**config.mk**
```make
export PLATFORM = sky130hd
export DESIGN_NAME = fpsd_cell
export DESIGN_NICKNAME = d
export VERILOG_FILES = /design/src/design/fpsd_pkg.sv /design/src/design/fpsd_cell.sv
export SDC_FILE = /design/constraint.sdc
export NUM_CORES = 1
export LEC_CHECK = 0
export ABC_AREA = 1
export ABC_CLOCK_PERIOD_IN_PS = 900
export BUFFER_PORTS_ARGS = -buffer_cell sky130_fd_sc_hd__buf_2
export CORE_AREA = 2 2 50 52
export CTS_CLUSTER_SIZE = 16
export DETAILED_ROUTE_END_ITERATION = 8
export DIE_AREA = 0 0 52 54
export GPL_TIMING_DRIVEN = 0
export PLACE_DENSITY_LB_ADDON = 0.08
export SYNTH_ARGS = -nofsm -noshare
export SYNTH_HDL_FRONTEND = slang
export SYNTH_SLANG_ARGS = --single-unit
```
**constraint.sdc**
```tcl
create_clock -name clk -period 0.9 [get_ports clk]
set_input_delay 0.045 -clock clk [delete_from_list [all_inputs] [get_ports clk]]
set_output_delay 0.045 -clock clk [all_outputs]
set_load 0.005 [all_outputs]
```
**src/design/fpsd_pkg.sv**
```systemverilog
package fpsd_pkg;

    // default field widths
    localparam int SAMPLE_WIDTH_DEF = 24;
    localparam int OUT_WIDTH_DEF    = 32;

    // growth of a stencil sum over one sample: the largest sum of
    // coefficient magnitudes is 320, so nine bits cover it with sign
    localparam int COEF_GROWTH = 9;

    // configuration registers
    localparam int SCALE_W    = 24;
    localparam int SHIFT_W    = 6;
    localparam int CFG_IDX_W  = 4;
    localparam int CFG_DATA_W = 24;

    localparam logic [CFG_IDX_W-1:0] REG_SCALE = CFG_IDX_W'(0);
    localparam logic [CFG_IDX_W-1:0] REG_SHIFT = CFG_IDX_W'(1);

    localparam logic [SCALE_W-1:0] SCALE_RESET = SCALE_W'(1);
    localparam logic [SHIFT_W-1:0] SHIFT_RESET = SHIFT_W'(0);

    // window of samples and the sample counter
    localparam int            WIN_DEPTH = 5;
    localparam int            COUNT_W   = 3;
    localparam logic [COUNT_W-1:0] COUNT_FULL = COUNT_W'(WIN_DEPTH);
    localparam logic [COUNT_W-1:0] COUNT_LAST_FILL = COUNT_W'(WIN_DEPTH - 1);

    // result jobs, in the order they are emitted for one sample
    localparam int NUM_JOBS = 6;

    typedef enum logic [2:0] {
        JOB_ERR  = 3'd0,   // sequence too short
        JOB_FWD0 = 3'd1,   // first point, forward stencil
        JOB_FWD1 = 3'd2,   // second point, forward stencil
        JOB_CEN  = 3'd3,   // interior point, central stencil
        JOB_BWD1 = 3'd4,   // second to last point, backward stencil
        JOB_BWD0 = 3'd5    // last point, backward stencil
    } job_t;

    // flags that travel with each result down the pipeline
    typedef struct packed {
        logic final_res;
        logic too_short;
    } res_tag_t;

endpackage

```
**src/design/fpsd_cell.sv**
```systemverilog
module fpsd_cell
    import fpsd_pkg::*;
#(
    parameter int SAMPLE_WIDTH = SAMPLE_WIDTH_DEF
)
(
    input  logic                    clk,
    input  logic                    rst_n,
    input  logic                    shift_en,
    input  logic [SAMPLE_WIDTH-1:0] d,
    output logic [SAMPLE_WIDTH-1:0] q
);

    logic [SAMPLE_WIDTH-1:0] data_reg;
    logic [SAMPLE_WIDTH-1:0] data_next;

    // take the neighbor's sample on every shift
    always_comb
    begin
        data_next = shift_en ? d : data_reg;
    end

    always_ff @(posedge clk or negedge rst_n)
    begin
        if (!rst_n)
        begin
            data_reg <= '0;
        end
        else
        begin
            data_reg <= data_next;
        end
    end

    assign q = data_reg;

endmodule

```
== Word level (Yosys, flattened, before mapping) ==
Cells that the tools add are included.
W data, S select, Z words.
Operators by class
  shifts and indexed selects: 0
  divide/modulo/power cells: 0
  equal/unequal tests: 0
  add/sub/neg operators: 0
  bitwise operators: 0
  mux-type cells: 0
  magnitude comparators: 0
  multipliers: 0
  reduce and logical (&&, ||, !) cells: 0
Word-level totals
  word-level logic and storage cells: 1
  memories kept: 0
  latch bits: 0
  RAM bits: 0
  output and inout bits: 24
  flip-flop bits (word level): 24
  bits of input ports: 27
  memory bits (read-only): 0

== Depth between registers and ports, before layout ==
  word-level depth: 0
  mapped depth: 5
  mapped depth without buffers: 3

== Least setup slack after synthesis ==
OpenSTA, ideal clock, no wires.
  path kind: register -> register
  from: reg, netlist name q[10]
  to: reg data_reg[10], in the netlist q[10]
  required time: 0.784 ns
  data arrival time: 0.475 ns
  library setup time: 0.116 ns
  stages on the path, launching flop included: 3
  setup slack: 0.309 ns
  path through: dfrtp_1 nand2_2 nand2_1
RTL lines
  end signal, assigned: line fpsd_cell.sv:31  | data_reg <= data_next;
  end, declared: line fpsd_cell.sv:14  | logic [SAMPLE_WIDTH-1:0] data_reg;

== Final worst setup path ==
  from: reg data_reg[15], in the netlist q[15]
  to: out q[15]
RTL lines
  end, declared: line fpsd_cell.sv:11  | output logic [SAMPLE_WIDTH-1:0] q
No word-level cell between the ends.

==> summary.md <==
| Metric | Value |
|---|---|
| CP top delay family | flip-flops |
| CTS buffer count | 3 |
| DP HPWL | 1.41 mm |
| Synth warn | 0 |
| Leakage | between 0.0009 and 0.001 uW |
| # diodes | 0 |
| CP endpoint kind | output pin |
| Die ar. | 0.00281 mm^2 |
| Commonest non-fill, non-tap cell in the layout | nand2_1 |
| Top fanout value on the critical path | 2 |
| Final Setup Violations | 0 |
| WL final | roughly 2.3 mm |
| Hold/Removal Path Class | in -> async |
| Fin. max-slew vios | 0 |
| Critical Setup Path Class | reg -> out |
| Root Buffer Master | clkbuf_4 |
| #FFs+latches synth | 24 |
| Io pins | between 50 and 60 |
| PwrDens | 1350 mW/mm^2 |
| Peak VDD IR | 0.971 mV |
| Max reg flops | 24 |
| Worst slew margin | 0.650 |
| Required @ worst endpoint | 0.85 ns |
| Post-synthesis sequential area ratio | 0.616 |
| Syn Inst Count | ~100 |
| Post-synth cell types | 7 |
| Global-route wire length before repair | 3.41 mm |
| Max Cap Viol | 0 |
| Highest-delay cell along the critical path | dfrtp_1 |
| Period minus WS final | 0.885 ns |
| Worst reg-to-reg path cell count | 3 |
| Residual DRC | 0 |
| H-tree levels | 1 |
| Deepest clock path buffer count | 2 |
| Final worst slack | approximately 0.015 ns |
| Finished Cell Area | 0.00160 mm^2 |
| Syn nets | 129 |
| Tot Pwr | 2160 uW |
| Area leader, netlist | dfrtp_1 |
| Final hold viol count | 0 |
| Area Overhead vs Synth | 64.2% |
| Area post-placement | between 0.001 and 0.0015 mm^2 |
| Gr usage total | 0.170 |
| DIE HEIGHT | between 50 and 60 um |
| DRT Pass-1 Iters | 4 |
| Final antenna-violating net count | 0 |
| Setup TNS | 0 ns |
| GRT overflow | 0 |
| Synth Cell Area | 975 um^2 |
| CP peak stage delay | ~0.4 ns |
| Clock sinks | 24 |
| Pre-CTS WS | between 0.2 and 0.3 ns |
| Reg2Reg Setup Slack | between 0.15 and 0.2 ns |
| Clock transition at path regs | 0.12 ns |
| Drt initial violations | 4 |
| Worst-path cell chain | buf_2 |
| Reg-to-Reg End | q[11] |
| Commonest cells after routing, fill and taps aside | nand2_1, buf_2, dlygate4sd3_1 |
| Final estimated routing congestion in global placement | 0.647 |
| Layout cells sized above 1 | 0.404 |
| Worst R2R Start | q[11] |
| Final nets | about 220 |
| RSZ-0062 raised after global routing | yes |
| Die width | 52 um |
| Data arrival, critical path | 0.84 ns |
| Syn_area_per_cell | approximately 9.6 um^2 |
| Worst-Skew Late Latency | 0.30 ns |
| Number of antenna violations at the first check in global routing | 0 |
| Synth top area share | 0.616 |
| Max Fclk | ~1.1 GHz |
| Core area | 0.00232 mm^2 |
| Largest net degree at the start of global routing | 25 |
| I/O Buffers | approximately 50 |
| CTS tree | done |
| Vias | between 900 and 1000 |
| Core Rows | 18 |
| Largest cells by area after synthesis | dfrtp_1, nand2_1, nand2_2 |
| Clk_skew | 0 ns |
| Worst-margin pin slew | between 0.5 and 0.6 ns |
| Routed length per instance | 10.4 um |
| Vias in the first global route | 832 |
| Vias/cell | about 4.2 |
| Initial core utilization | 0.420 |
| Crit path launch type | flop |
| WP buf/inv | 1 |
| Tcrit/Tclk final | 0.983 |
| Status | complete, no violations |
routing by layer:
layer,share of wire,vias up,global-route usage
met5,0,-,0
met3,0.055,2,0.0361
met1,0.43,415,0.191
li1,-,476,-
met2,0.51,29,0.312
met4,0.0044,0,0.0658
what timing repair did:
action | in CTS | in global routing
endpoints found under the setup margin | 1 | 24
hold endpoints to repair | 48 | 0
hold buffers | 26 | 0
gates resized for setup | 0 | 0
setup buffers | 1 | 7
pin swaps | 0 | 0
worst max path at each step:
stage / from / endpoint / depth (start not counted)
global placement: q[3] / q[3] / 2
finish: q[15] / q[15] / 1
global route: q[12] / q[12] / 1
floorplan: q[10] / q[10] / 2
CTS: q[10] / q[10] / 1
detailed placement: q[11] / q[11] / 2
synthesized netlist by cell type:
master / instances
inv_8: 1
dfrtp_1: 24
clkbuf_8: 1
buf_6: 3
buf_12: 1
nand2_2: 10
nand2_1: 62
stage by stage:
stage / utilization / cells / hold WS (ns)
after floorplan: - / 102 / -0.251
after global placement: 0.542 / 181 / 0.0515
after detailed placement: 0.542 / 181 / 0.0552
after CTS: 0.667 / 211 / 0.243
after global routing: 0.690 / 218 / 0.272
final: 0.690 / 218 / 0.245
where the power goes:
part	switching [uW]	total, uW	internal, uW
combinational	200	487	287
sequential	50.4	1220	1170
clock	291	447	156
total	542	2160	1620
cell type report:
| type | count | area, um^2 |
|---|---|---|
| Inverter | 1 | 11.3 |
| Fill cell | 186 | 719 |
| Multi-Input combinational cell | 72 | 295 |
| Timing Repair Buffer | 83 | 566 |
| Sequential cell | 24 | 601 |
| Clock buffer | 3 | 22.5 |
| Tap cell | 30 | 37.5 |
| Buffer | 5 | 67.6 |
cells by family (layout without fill, tap and decap cells):
group,Yosys count,in the layout,share of synthesized area
simple gates,72,72,0.303
flops,24,24,0.616
buf+inv,6,92,0.0809
Power figures use the tool's default switching activity.
