--- src/design/fpsd_pkg.sv ---
package fpsd_pkg;

    // default field widths
    localparam int SAMPLE_WIDTH_DEF = 24;
    localparam int OUT_WIDTH_DEF    = 32;

    // growth of a stencil sum over one sample: the largest sum of
    // coefficient magnitudes is 320, so nine bits cover it with sign
    localparam int COEF_GROWTH = 9;

    // configuration registers
    localparam int SCALE_W    = 24;
    localparam int SHIFT_W    = 6;
    localparam int CFG_IDX_W  = 4;
    localparam int CFG_DATA_W = 24;

    localparam logic [CFG_IDX_W-1:0] REG_SCALE = CFG_IDX_W'(0);
    localparam logic [CFG_IDX_W-1:0] REG_SHIFT = CFG_IDX_W'(1);

    localparam logic [SCALE_W-1:0] SCALE_RESET = SCALE_W'(1);
    localparam logic [SHIFT_W-1:0] SHIFT_RESET = SHIFT_W'(0);

    // window of samples and the sample counter
    localparam int            WIN_DEPTH = 5;
    localparam int            COUNT_W   = 3;
    localparam logic [COUNT_W-1:0] COUNT_FULL = COUNT_W'(WIN_DEPTH);
    localparam logic [COUNT_W-1:0] COUNT_LAST_FILL = COUNT_W'(WIN_DEPTH - 1);

    // result jobs, in the order they are emitted for one sample
    localparam int NUM_JOBS = 6;

    typedef enum logic [2:0] {
        JOB_ERR  = 3'd0,   // sequence too short
        JOB_FWD0 = 3'd1,   // first point, forward stencil
        JOB_FWD1 = 3'd2,   // second point, forward stencil
        JOB_CEN  = 3'd3,   // interior point, central stencil
        JOB_BWD1 = 3'd4,   // second to last point, backward stencil
        JOB_BWD0 = 3'd5    // last point, backward stencil
    } job_t;

    // flags that travel with each result down the pipeline
    typedef struct packed {
        logic final_res;
        logic too_short;
    } res_tag_t;

endpackage

--- src/design/fpsd_seq.sv ---
module fpsd_seq
    import fpsd_pkg::*;
#(
    parameter int SAMPLE_WIDTH = SAMPLE_WIDTH_DEF,
    localparam int SUM_W = SAMPLE_WIDTH + COEF_GROWTH
)
(
    input  logic                    clk,
    input  logic                    rst_n,
    input  logic                    in_valid,
    output logic                    in_stall,
    input  logic                    last,
    output logic                    shift_en,
    input  logic [SAMPLE_WIDTH-1:0] taps [WIN_DEPTH],
    input  logic                    post_ready,
    output logic                    s1_valid,
    output logic signed [SUM_W-1:0] s1_sum,
    output res_tag_t                s1_tag
);

    localparam logic signed [SUM_W-1:0] K4   = SUM_W'(4);
    localparam logic signed [SUM_W-1:0] K6   = SUM_W'(6);
    localparam logic signed [SUM_W-1:0] K11  = SUM_W'(11);
    localparam logic signed [SUM_W-1:0] K16  = SUM_W'(16);
    localparam logic signed [SUM_W-1:0] K20  = SUM_W'(20);
    localparam logic signed [SUM_W-1:0] K30  = SUM_W'(30);
    localparam logic signed [SUM_W-1:0] K35  = SUM_W'(35);
    localparam logic signed [SUM_W-1:0] K56  = SUM_W'(56);
    localparam logic signed [SUM_W-1:0] K104 = SUM_W'(104);
    localparam logic signed [SUM_W-1:0] K114 = SUM_W'(114);

    logic [COUNT_W-1:0]  count_reg;
    logic [COUNT_W-1:0]  count_next;
    logic [NUM_JOBS-1:0] pending_reg;
    logic [NUM_JOBS-1:0] pending_next;
    logic                s1_valid_reg;
    logic                s1_valid_next;
    logic signed [SUM_W-1:0] s1_sum_reg;
    logic signed [SUM_W-1:0] s1_sum_next;
    res_tag_t            s1_tag_reg;
    res_tag_t            s1_tag_next;

    logic [NUM_JOBS-1:0] lowest_bit;
    logic [NUM_JOBS-1:0] remaining;
    logic [NUM_JOBS-1:0] new_jobs;
    logic [COUNT_W-1:0]  count_fill;
    logic                s1_en;
    logic                issue;
    logic                in_ready;
    logic                accept;
    job_t                cur_job;
    logic signed [SUM_W-1:0] f0, f1, f2, f3, f4;
    logic signed [SUM_W-1:0] stencil_sum;

    // the lowest-numbered pending job goes out first
    assign lowest_bit = pending_reg & (~pending_reg + NUM_JOBS'(1));
    assign remaining  = pending_reg & ~lowest_bit;

    assign s1_en    = !s1_valid_reg || post_ready;
    assign issue    = (pending_reg != '0) && s1_en;
    assign in_ready = (pending_reg == '0) || ((remaining == '0) && issue);
    assign accept   = in_valid && in_ready;
    assign in_stall = !in_ready;
    assign shift_en = accept;

    always_comb
    begin
        cur_job = JOB_ERR;
        for (int j = NUM_JOBS - 1; j >= 0; j--)
        begin
            if (pending_reg[j])
            begin
                cur_job = job_t'(j[2:0]);
            end
        end
    end

    // jobs raised by a newly taken sample and the counter update
    always_comb
    begin
        count_fill = (count_reg < COUNT_FULL) ? count_reg + COUNT_W'(1) : COUNT_FULL;
        new_jobs   = '0;
        count_next = count_reg;
        if (accept)
        begin
            if (count_fill < COUNT_FULL)
            begin
                if (last)
                begin
                    new_jobs[JOB_ERR] = 1'b1;
                    count_next        = '0;
                end
                else
                begin
                    count_next = count_fill;
                end
            end
            else
            begin
                if (count_reg == COUNT_LAST_FILL)
                begin
                    new_jobs[JOB_FWD0] = 1'b1;
                    new_jobs[JOB_FWD1] = 1'b1;
                end
                new_jobs[JOB_CEN] = 1'b1;
                if (last)
                begin
                    new_jobs[JOB_BWD1] = 1'b1;
                    new_jobs[JOB_BWD0] = 1'b1;
                    count_next         = '0;
                end
                else
                begin
                    count_next = COUNT_FULL;
                end
            end
        end
    end

    always_comb
    begin
        if (accept)
        begin
            pending_next = new_jobs;
        end
        else if (issue)
        begin
            pending_next = remaining;
        end
        else
        begin
            pending_next = pending_reg;
        end
    end

    // stencil sums, oldest sample in f0
    assign f0 = SUM_W'($signed(taps[0]));
    assign f1 = SUM_W'($signed(taps[1]));
    assign f2 = SUM_W'($signed(taps[2]));
    assign f3 = SUM_W'($signed(taps[3]));
    assign f4 = SUM_W'($signed(taps[4]));

    always_comb
    begin
        case (cur_job)
            JOB_FWD0: stencil_sum = K35 * f0 - K104 * f1 + K114 * f2 - K56 * f3 + K11 * f4;
            JOB_FWD1: stencil_sum = K11 * f0 - K20 * f1 + K6 * f2 + K4 * f3 - f4;
            JOB_CEN:  stencil_sum = K16 * f1 - f0 - K30 * f2 + K16 * f3 - f4;
            JOB_BWD1: stencil_sum = K4 * f1 - f0 + K6 * f2 - K20 * f3 + K11 * f4;
            JOB_BWD0: stencil_sum = K11 * f0 - K56 * f1 + K114 * f2 - K104 * f3 + K35 * f4;
            default:  stencil_sum = '0;
        endcase
    end

    always_comb
    begin
        s1_valid_next = s1_en ? (pending_reg != '0) : s1_valid_reg;
        s1_sum_next   = s1_sum_reg;
        s1_tag_next   = s1_tag_reg;
        if (issue)
        begin
            s1_sum_next           = stencil_sum;
            s1_tag_next.final_res = (cur_job == JOB_BWD0) || (cur_job == JOB_ERR);
            s1_tag_next.too_short = (cur_job == JOB_ERR);
        end
    end

    always_ff @(posedge clk or negedge rst_n)
    begin
        if (!rst_n)
        begin
            count_reg    <= '0;
            pending_reg  <= '0;
            s1_valid_reg <= 1'b0;
        end
        else
        begin
            count_reg    <= count_next;
            pending_reg  <= pending_next;
            s1_valid_reg <= s1_valid_next;
        end
    end

    always_ff @(posedge clk)
    begin
        s1_sum_reg <= s1_sum_next;
        s1_tag_reg <= s1_tag_next;
    end

    assign s1_valid = s1_valid_reg;
    assign s1_sum   = s1_sum_reg;
    assign s1_tag   = s1_tag_reg;

endmodule

--- config.mk ---
export PLATFORM = sky130hd
export DESIGN_NAME = fpsd_seq
export DESIGN_NICKNAME = d
export VERILOG_FILES = /design/src/design/fpsd_pkg.sv /design/src/design/fpsd_seq.sv
export SDC_FILE = /design/constraint.sdc
export NUM_CORES = 2
export LEC_CHECK = 0
export BUFFER_PORTS_ARGS = -buffer_cell sky130_fd_sc_hd__buf_4
export CORE_ASPECT_RATIO = 1.4
export CORE_MARGIN = 8
export CORE_UTILIZATION = 45
export DETAILED_ROUTE_END_ITERATION = 10
export PLACE_DENSITY = 0.7
export SKIP_CTS_REPAIR_TIMING = 1
export SYNTH_ARGS = -nofsm -noshare
export SYNTH_HDL_FRONTEND = slang
export SYNTH_SLANG_ARGS = --single-unit
--- constraint.sdc ---
create_clock -name clk -period 3.3 [get_ports clk]
set_input_delay 0.33 -clock clk [delete_from_list [all_inputs] [get_ports clk]]
set_output_delay 0.33 -clock clk [all_outputs]
set_load 0.03 [all_outputs]
======== After elaboration in Yosys (flattened, before gate mapping) ========
Index checks and enable logic that the tools add are counted.
operators by class
  add/sub/neg operators ................... 22
  multipliers ............................. 13
  $lt $le $gt $ge ......................... 2
  eq/ne operators ......................... 6
  mux-type cells .......................... 18
  bitwise logic cells ..................... 4
  reductions and logical operators ........ 13
operators by type and width
  operator                                                              count
  33-bit case mux with 5 select lines                                   1
  5-bit by 24-bit multiplier with 29-bit output (first input constant)  5
  4-bit by 24-bit multiplier with 28-bit output (first input constant)  4
  7-bit by 24-bit multiplier with 31-bit output (first input constant)  3
  29-bit by 30-bit subtractor with 31-bit output                        3
  31-bit by 28-bit adder with 32-bit output                             2
  32-bit by 26-bit adder with 33-bit output                             1
  32-bit by 32-bit adder with 33-bit output                             1
  33-bit by 29-bit adder with 33-bit output                             1
  33-bit by 31-bit adder with 33-bit output                             1
  33-bit by 32-bit adder with 33-bit output                             1
  31-bit by 32-bit subtractor with 33-bit output                        1
  32-bit by 24-bit subtractor with 33-bit output                        1
  33-bit by 24-bit subtractor with 33-bit output                        1
  33-bit by 31-bit subtractor with 33-bit output                        1
  33-bit by 32-bit subtractor with 33-bit output                        1
  31-bit by 29-bit adder with 32-bit output                             1
  29-bit by 31-bit subtractor with 32-bit output                        1
  3-bit two-way mux                                                     10
  27-bit by 28-bit adder with 29-bit output                             1
  28-bit by 24-bit subtractor with 29-bit output                        1
  3-bit by 24-bit multiplier with 27-bit output (first input constant)  1
  26-bit by 24-bit subtractor with 27-bit output                        1
  6-bit AND                                                             2
  other kinds (18)                                                      32
storage, ports and cells
  bits in registers ....................... 45
  bits of input ports ..................... 125
  word-level logic and storage cells ...... 84

======== Logic depth before layout (Yosys ltp) ========
  word-level depth ........................ 10
  mapped depth ............................ 36

======== Worst setup path after synthesis ========
No wires, ideal clock.
  path kind ............................... input -> register
  start ................................... input port taps[26] (netlist name)
  end ..................................... register s1_sum_reg[31], in the netlist s1_sum[31], data pin
  setup time .............................. 0.272 ns
  arrival time ............................ 7.929 ns
  required time ........................... 3.028 ns
  setup slack ............................. -4.901 ns
  stages on the path ...................... 36
  cells stage by stage .................... ha_1 > ha_1 > inv_1 > fa_1 > inv_1 > ha_1 > a21o_1 > a21oi_1 > o21bai_1 > o41a_1 > nand2_1 > o21ai_0 > and2_1 > o21ai_0 > nand2b_1 > xnor2_1 > ha_1 > fa_1 > inv_1 > fa_1 > inv_1 > fa_1 > inv_1 > fa_1 > inv_1 > ha_1 > inv_1 > or3_1 > nor3_1 > a211oi_1 > a211oi_1 > a31oi_1 > o21ai_1 > xnor2_1 > nor2_1 > or4_1
on the way
  longest elaborated chain between the ends .. 4
  elaborated cells between the ends (all ways) .. 14
  those cells by class .................... add/sub (10); mul (3); mux (1)
ends and longest elaborated chain
  element                                                                       RTL line         source
  start: declaration                                                            fpsd_seq.sv:14   input logic [SAMPLE_WIDTH-1:0] taps [WIN_DEPTH],
  5-bit by 24-bit multiplier with 29-bit output, or another cell as far along   fpsd_seq.sv:150  JOB_BWD0: stencil_sum = K11 * f0 - K56 * f1 + K114 * f2 - K104 * f3 + K35 * f4;
  33-bit by 32-bit subtractor with 33-bit output, or another cell as far along  fpsd_seq.sv:150
  33-bit by 31-bit adder with 33-bit output, or another cell as far along       fpsd_seq.sv:150
  33-bit case mux with 5 select lines *                                         fpsd_seq.sv:145  case (cur_job)
  net stencil_sum[31]                                                           fpsd_seq.sv:53   logic signed [SUM_W-1:0] stencil_sum;
  end signal: assignment                                                        fpsd_seq.sv:186  s1_sum_reg <= s1_sum_next;
  end: declaration                                                              fpsd_seq.sv:38   logic signed [SUM_W-1:0] s1_sum_reg;
The timed path passes the listed nets; every way through them passes the cells marked *.
A chain may end at the register's enable or synchronous reset.

======== Worst setup path in the final report ========
  start ................................... input port taps[97] (netlist name)
  end ..................................... register s1_sum_reg[31], in the netlist s1_sum[31], data pin
on the way
  longest elaborated chain between the ends .. 6
  elaborated cells between the ends (all ways) .. 23
  those cells by class .................... add/sub (20); mul (2); mux (1)
ends and longest elaborated chain
  element                                                                                                         RTL line                                           source
  7-bit by 24-bit multiplier with 31-bit output or 5-bit by 24-bit multiplier with 29-bit output (tied branches)  fpsd_seq.sv:146, fpsd_seq.sv:147, fpsd_seq.sv:150
  31-bit by 32-bit subtractor with 33-bit output, or another cell as far along                                    fpsd_seq.sv:146                                    JOB_FWD0: stencil_sum = K35 * f0 - K104 * f1 + K114 * f2 - K56 * f3 + K11 * f4;
  33-bit by 32-bit adder with 33-bit output, or another cell as far along                                         fpsd_seq.sv:146
  33-bit by 31-bit subtractor with 33-bit output, or another cell as far along                                    fpsd_seq.sv:146
  33-bit by 29-bit adder with 33-bit output, or another cell as far along                                         fpsd_seq.sv:146
  33-bit case mux with 5 select lines *                                                                           fpsd_seq.sv:145
  net stencil_sum[31]                                                                                             fpsd_seq.sv:53
Marks and branches as above.

==> results.yml <==
layout:
  area_growth_pct: 40.6
  fillers: 8755
  nets: 8903
  final_common_cell: "buf_4"
  largest_register_ffs: 33
  most-common-layout-cells: "buf_4 (1788), inv_1 (1274), ha_1 (754), fa_1 (682), xnor2_1 (239)"
  drive_gt1_share_pct: 32.6
global_route:
  antenna_found_initial: 1
  grt_use_total_pct: 33.0
  grt_max_degree: 36
  grt_pass1_wl_um: 280000
  grt_pass1_vias: 48291
  gr-total-overflow: 0
worst_hold_path:
  hp-start: "last"
  hold_depth: 3
  min_path_type: "in2reg"
  hold_path_end: "pending_reg[0]"
logic_synthesis:
  synth_area_leaders: "fa_1 (31%), ha_1 (23%), inv_1 (11%)"
  yosysSeqAreaShare_pct: 2.78
  synth.avg_cell_area_um2: 8.68
  yosys_register_bits: 45
  synthArstFlopShare_pct: 22.2
  netlist_instances: 5388
  ys.flop_type: "edfxtp_1"
  yosys_warnings: 0
  synth.distinct_cells: 88
  synth_edf_count: 35
  syn-cell-area_um2: 46800
  synth_top_cell_by_area: "fa_1"
  synth_top_area_share_pct: 31.0
  syn_nets: 7089
run_status:
  violations: "negative setup slack"
  status: "complete, but fails checks"
clocking:
  cts_buffers: 5
  clk_latency_ps: 310
  clockBufferDepth: 2
  path_clk_slew_ps: 90
  clock-sinks: 45
  cts_tree: "yes"
  root_buffer: "clkbuf_16"
  h-tree-depth: 2
routing:
  detail-route-antenna-nets: 0
  via_per_inst: 5.31
  vias: 45449
  drc_errors: 0
  drt_first_pass_iters: 5
  totalWireLength_um: 192000
  routedWlPerCell_um: 22.4
  drt_iter0_markers: 2645
worst_setup_path:
  rrSetupSlack_ps: 720
  r2r_end: "pending_reg[2]"
  worstPathArrival_ps: 8160
  cp.required_ps: 3360
  path_buf_inv: 5
  cp_max_fo: 4
  critPathCaptureType: "flip-flop"
  reg2regPathDepth: 9
  critPathKind: "in2reg"
  crit_family: "adder cells"
  r2r-start: "s1_valid"
  cpPeakStageDelay_ps: 580
  cpMaxStageDelayCell: "fa_2"
  cp-start-kind: "input pin"
  crit_top_cell: "inv_1"
placement:
  post-place-ws_ps: -5250
  numPortBuffers: 162
  place_congestion: 1.06
  place_hpwl_um: 170000
die:
  rows: 140
  die_w_um: 289
  initial_core_util_pct: 45.2
  core_um2: 104000
  ioPinCount: 163
  die_area_um2: 115000
  die_height_um: 398
flow_run:
  drv_cap: 0
timing:
  worstMarginPinSlew_ps: 1150
  setup_viol: 30
  min_period_ps: 8100
  slew_viol_final: 0
  post-route-period-util_pct: 246
  rsz0062_at_grt: "true"
  tns_ps: -107620
  slew_headroom_pct: 22.8
  max_freq_mhz: 123
  skew_ps: 17.2
  hold_viol: 0
  fin_ws_ps: -4800
per-stage QoR:
stage	cell area, um^2	util [%]	std cells	hold slack, ps
after floorplan	47700	-	5388	34.4
after global placement	62900	60.8	8503	168
after detailed placement	62900	60.8	8503	168
after CTS	63100	60.9	8511	-174
after global routing	65800	63.5	8552	287
final	65800	63.5	8554	294
routing by layer:
| layer | wire length [um] | GRT usage, % | vias up | share of wire [%] |
|---|---|---|---|---|
| met5 | 18 | 0 | - | 0.0094 |
| met4 | 28900 | 39.2 | 2 | 15 |
| met3 | 7780 | 3.12 | 775 | 4.1 |
| met2 | 91100 | 56.3 | 1564 | 48 |
| met1 | 63800 | 32.4 | 21821 | 33 |
| li1 | - | - | 21287 | - |
cell type report:
| type | count | area, um^2 | area share (%) |
|---|---|---|---|
| inverters | 1334 | 5020 | 7.63 |
| clock buffers | 5 | 125 | 0.190 |
| repair buffers | 1855 | 14300 | 21.7 |
| diodes | 2 | 5.00 | 0.00761 |
| well taps | 1349 | 1690 | 2.57 |
| flip-flops and latches | 45 | 1300 | 1.98 |
| clock inverters | 3 | 50.0 | 0.0761 |
| multi-input cells | 3961 | 43300 | 65.9 |
cells in the mapped netlist (10+ instances only):
cell type / n
nand3b_1: 10
a21boi_0: 12
xnor2_1: 261
ha_1: 851
nor2b_1: 53
nand2b_1: 60
a221o_1: 11
nand2_1: 198
o21ai_0: 210
or3_1: 30
clkbuf_1: 44
o21a_1: 62
a211oi_1: 40
a21oi_1: 303
inv_1: 1331
o22ai_1: 24
a21o_1: 136
dfrtp_1: 10
o31ai_1: 20
a211o_1: 16
o21bai_1: 49
xor2_1: 161
and3_1: 38
nor3_1: 71
nand3_1: 82
nor2_1: 223
and2_1: 14
a221oi_1: 15
a31oi_1: 36
or2_2: 15
o211ai_1: 30
edfxtp_1: 35
fa_1: 725
mux2i_1: 21
a22oi_1: 13
nand4_1: 27
tightest hold or removal path: stages:
cell	delay (ps)
buf_4	90
nand3b_1	80
o21ai_0	70
worst max-delay path by stage:
stage              from    endpoint  slack (ps)  depth (start not counted)
6_report       taps[97]  s1_sum[31]       -4800                         31
2_1_floorplan  taps[26]  s1_sum[31]       -4520                         35
3_3_place_gp   taps[51]  s1_sum[31]       -5200                         34
3_5_place_dp   taps[53]  s1_sum[31]       -5250                         34
4_1_cts        taps[53]  s1_sum[31]       -4930                         34
5_1_grt        taps[26]  s1_sum[31]       -5080                         37
cells by family after synthesis:
group	count (synthesis)	synth area share, %
xor+xnor	424	7.98
buf+inv	1382	11.1
compound gates	1084	15.0
simple gates	854	8.89
mux	22	0.473
fa+ha+maj	1577	53.8
flops	45	2.78
Power is left out: the tool's default activity adds up to more than one toggle a clock period on the data nets, which glitch-free logic cannot reach.
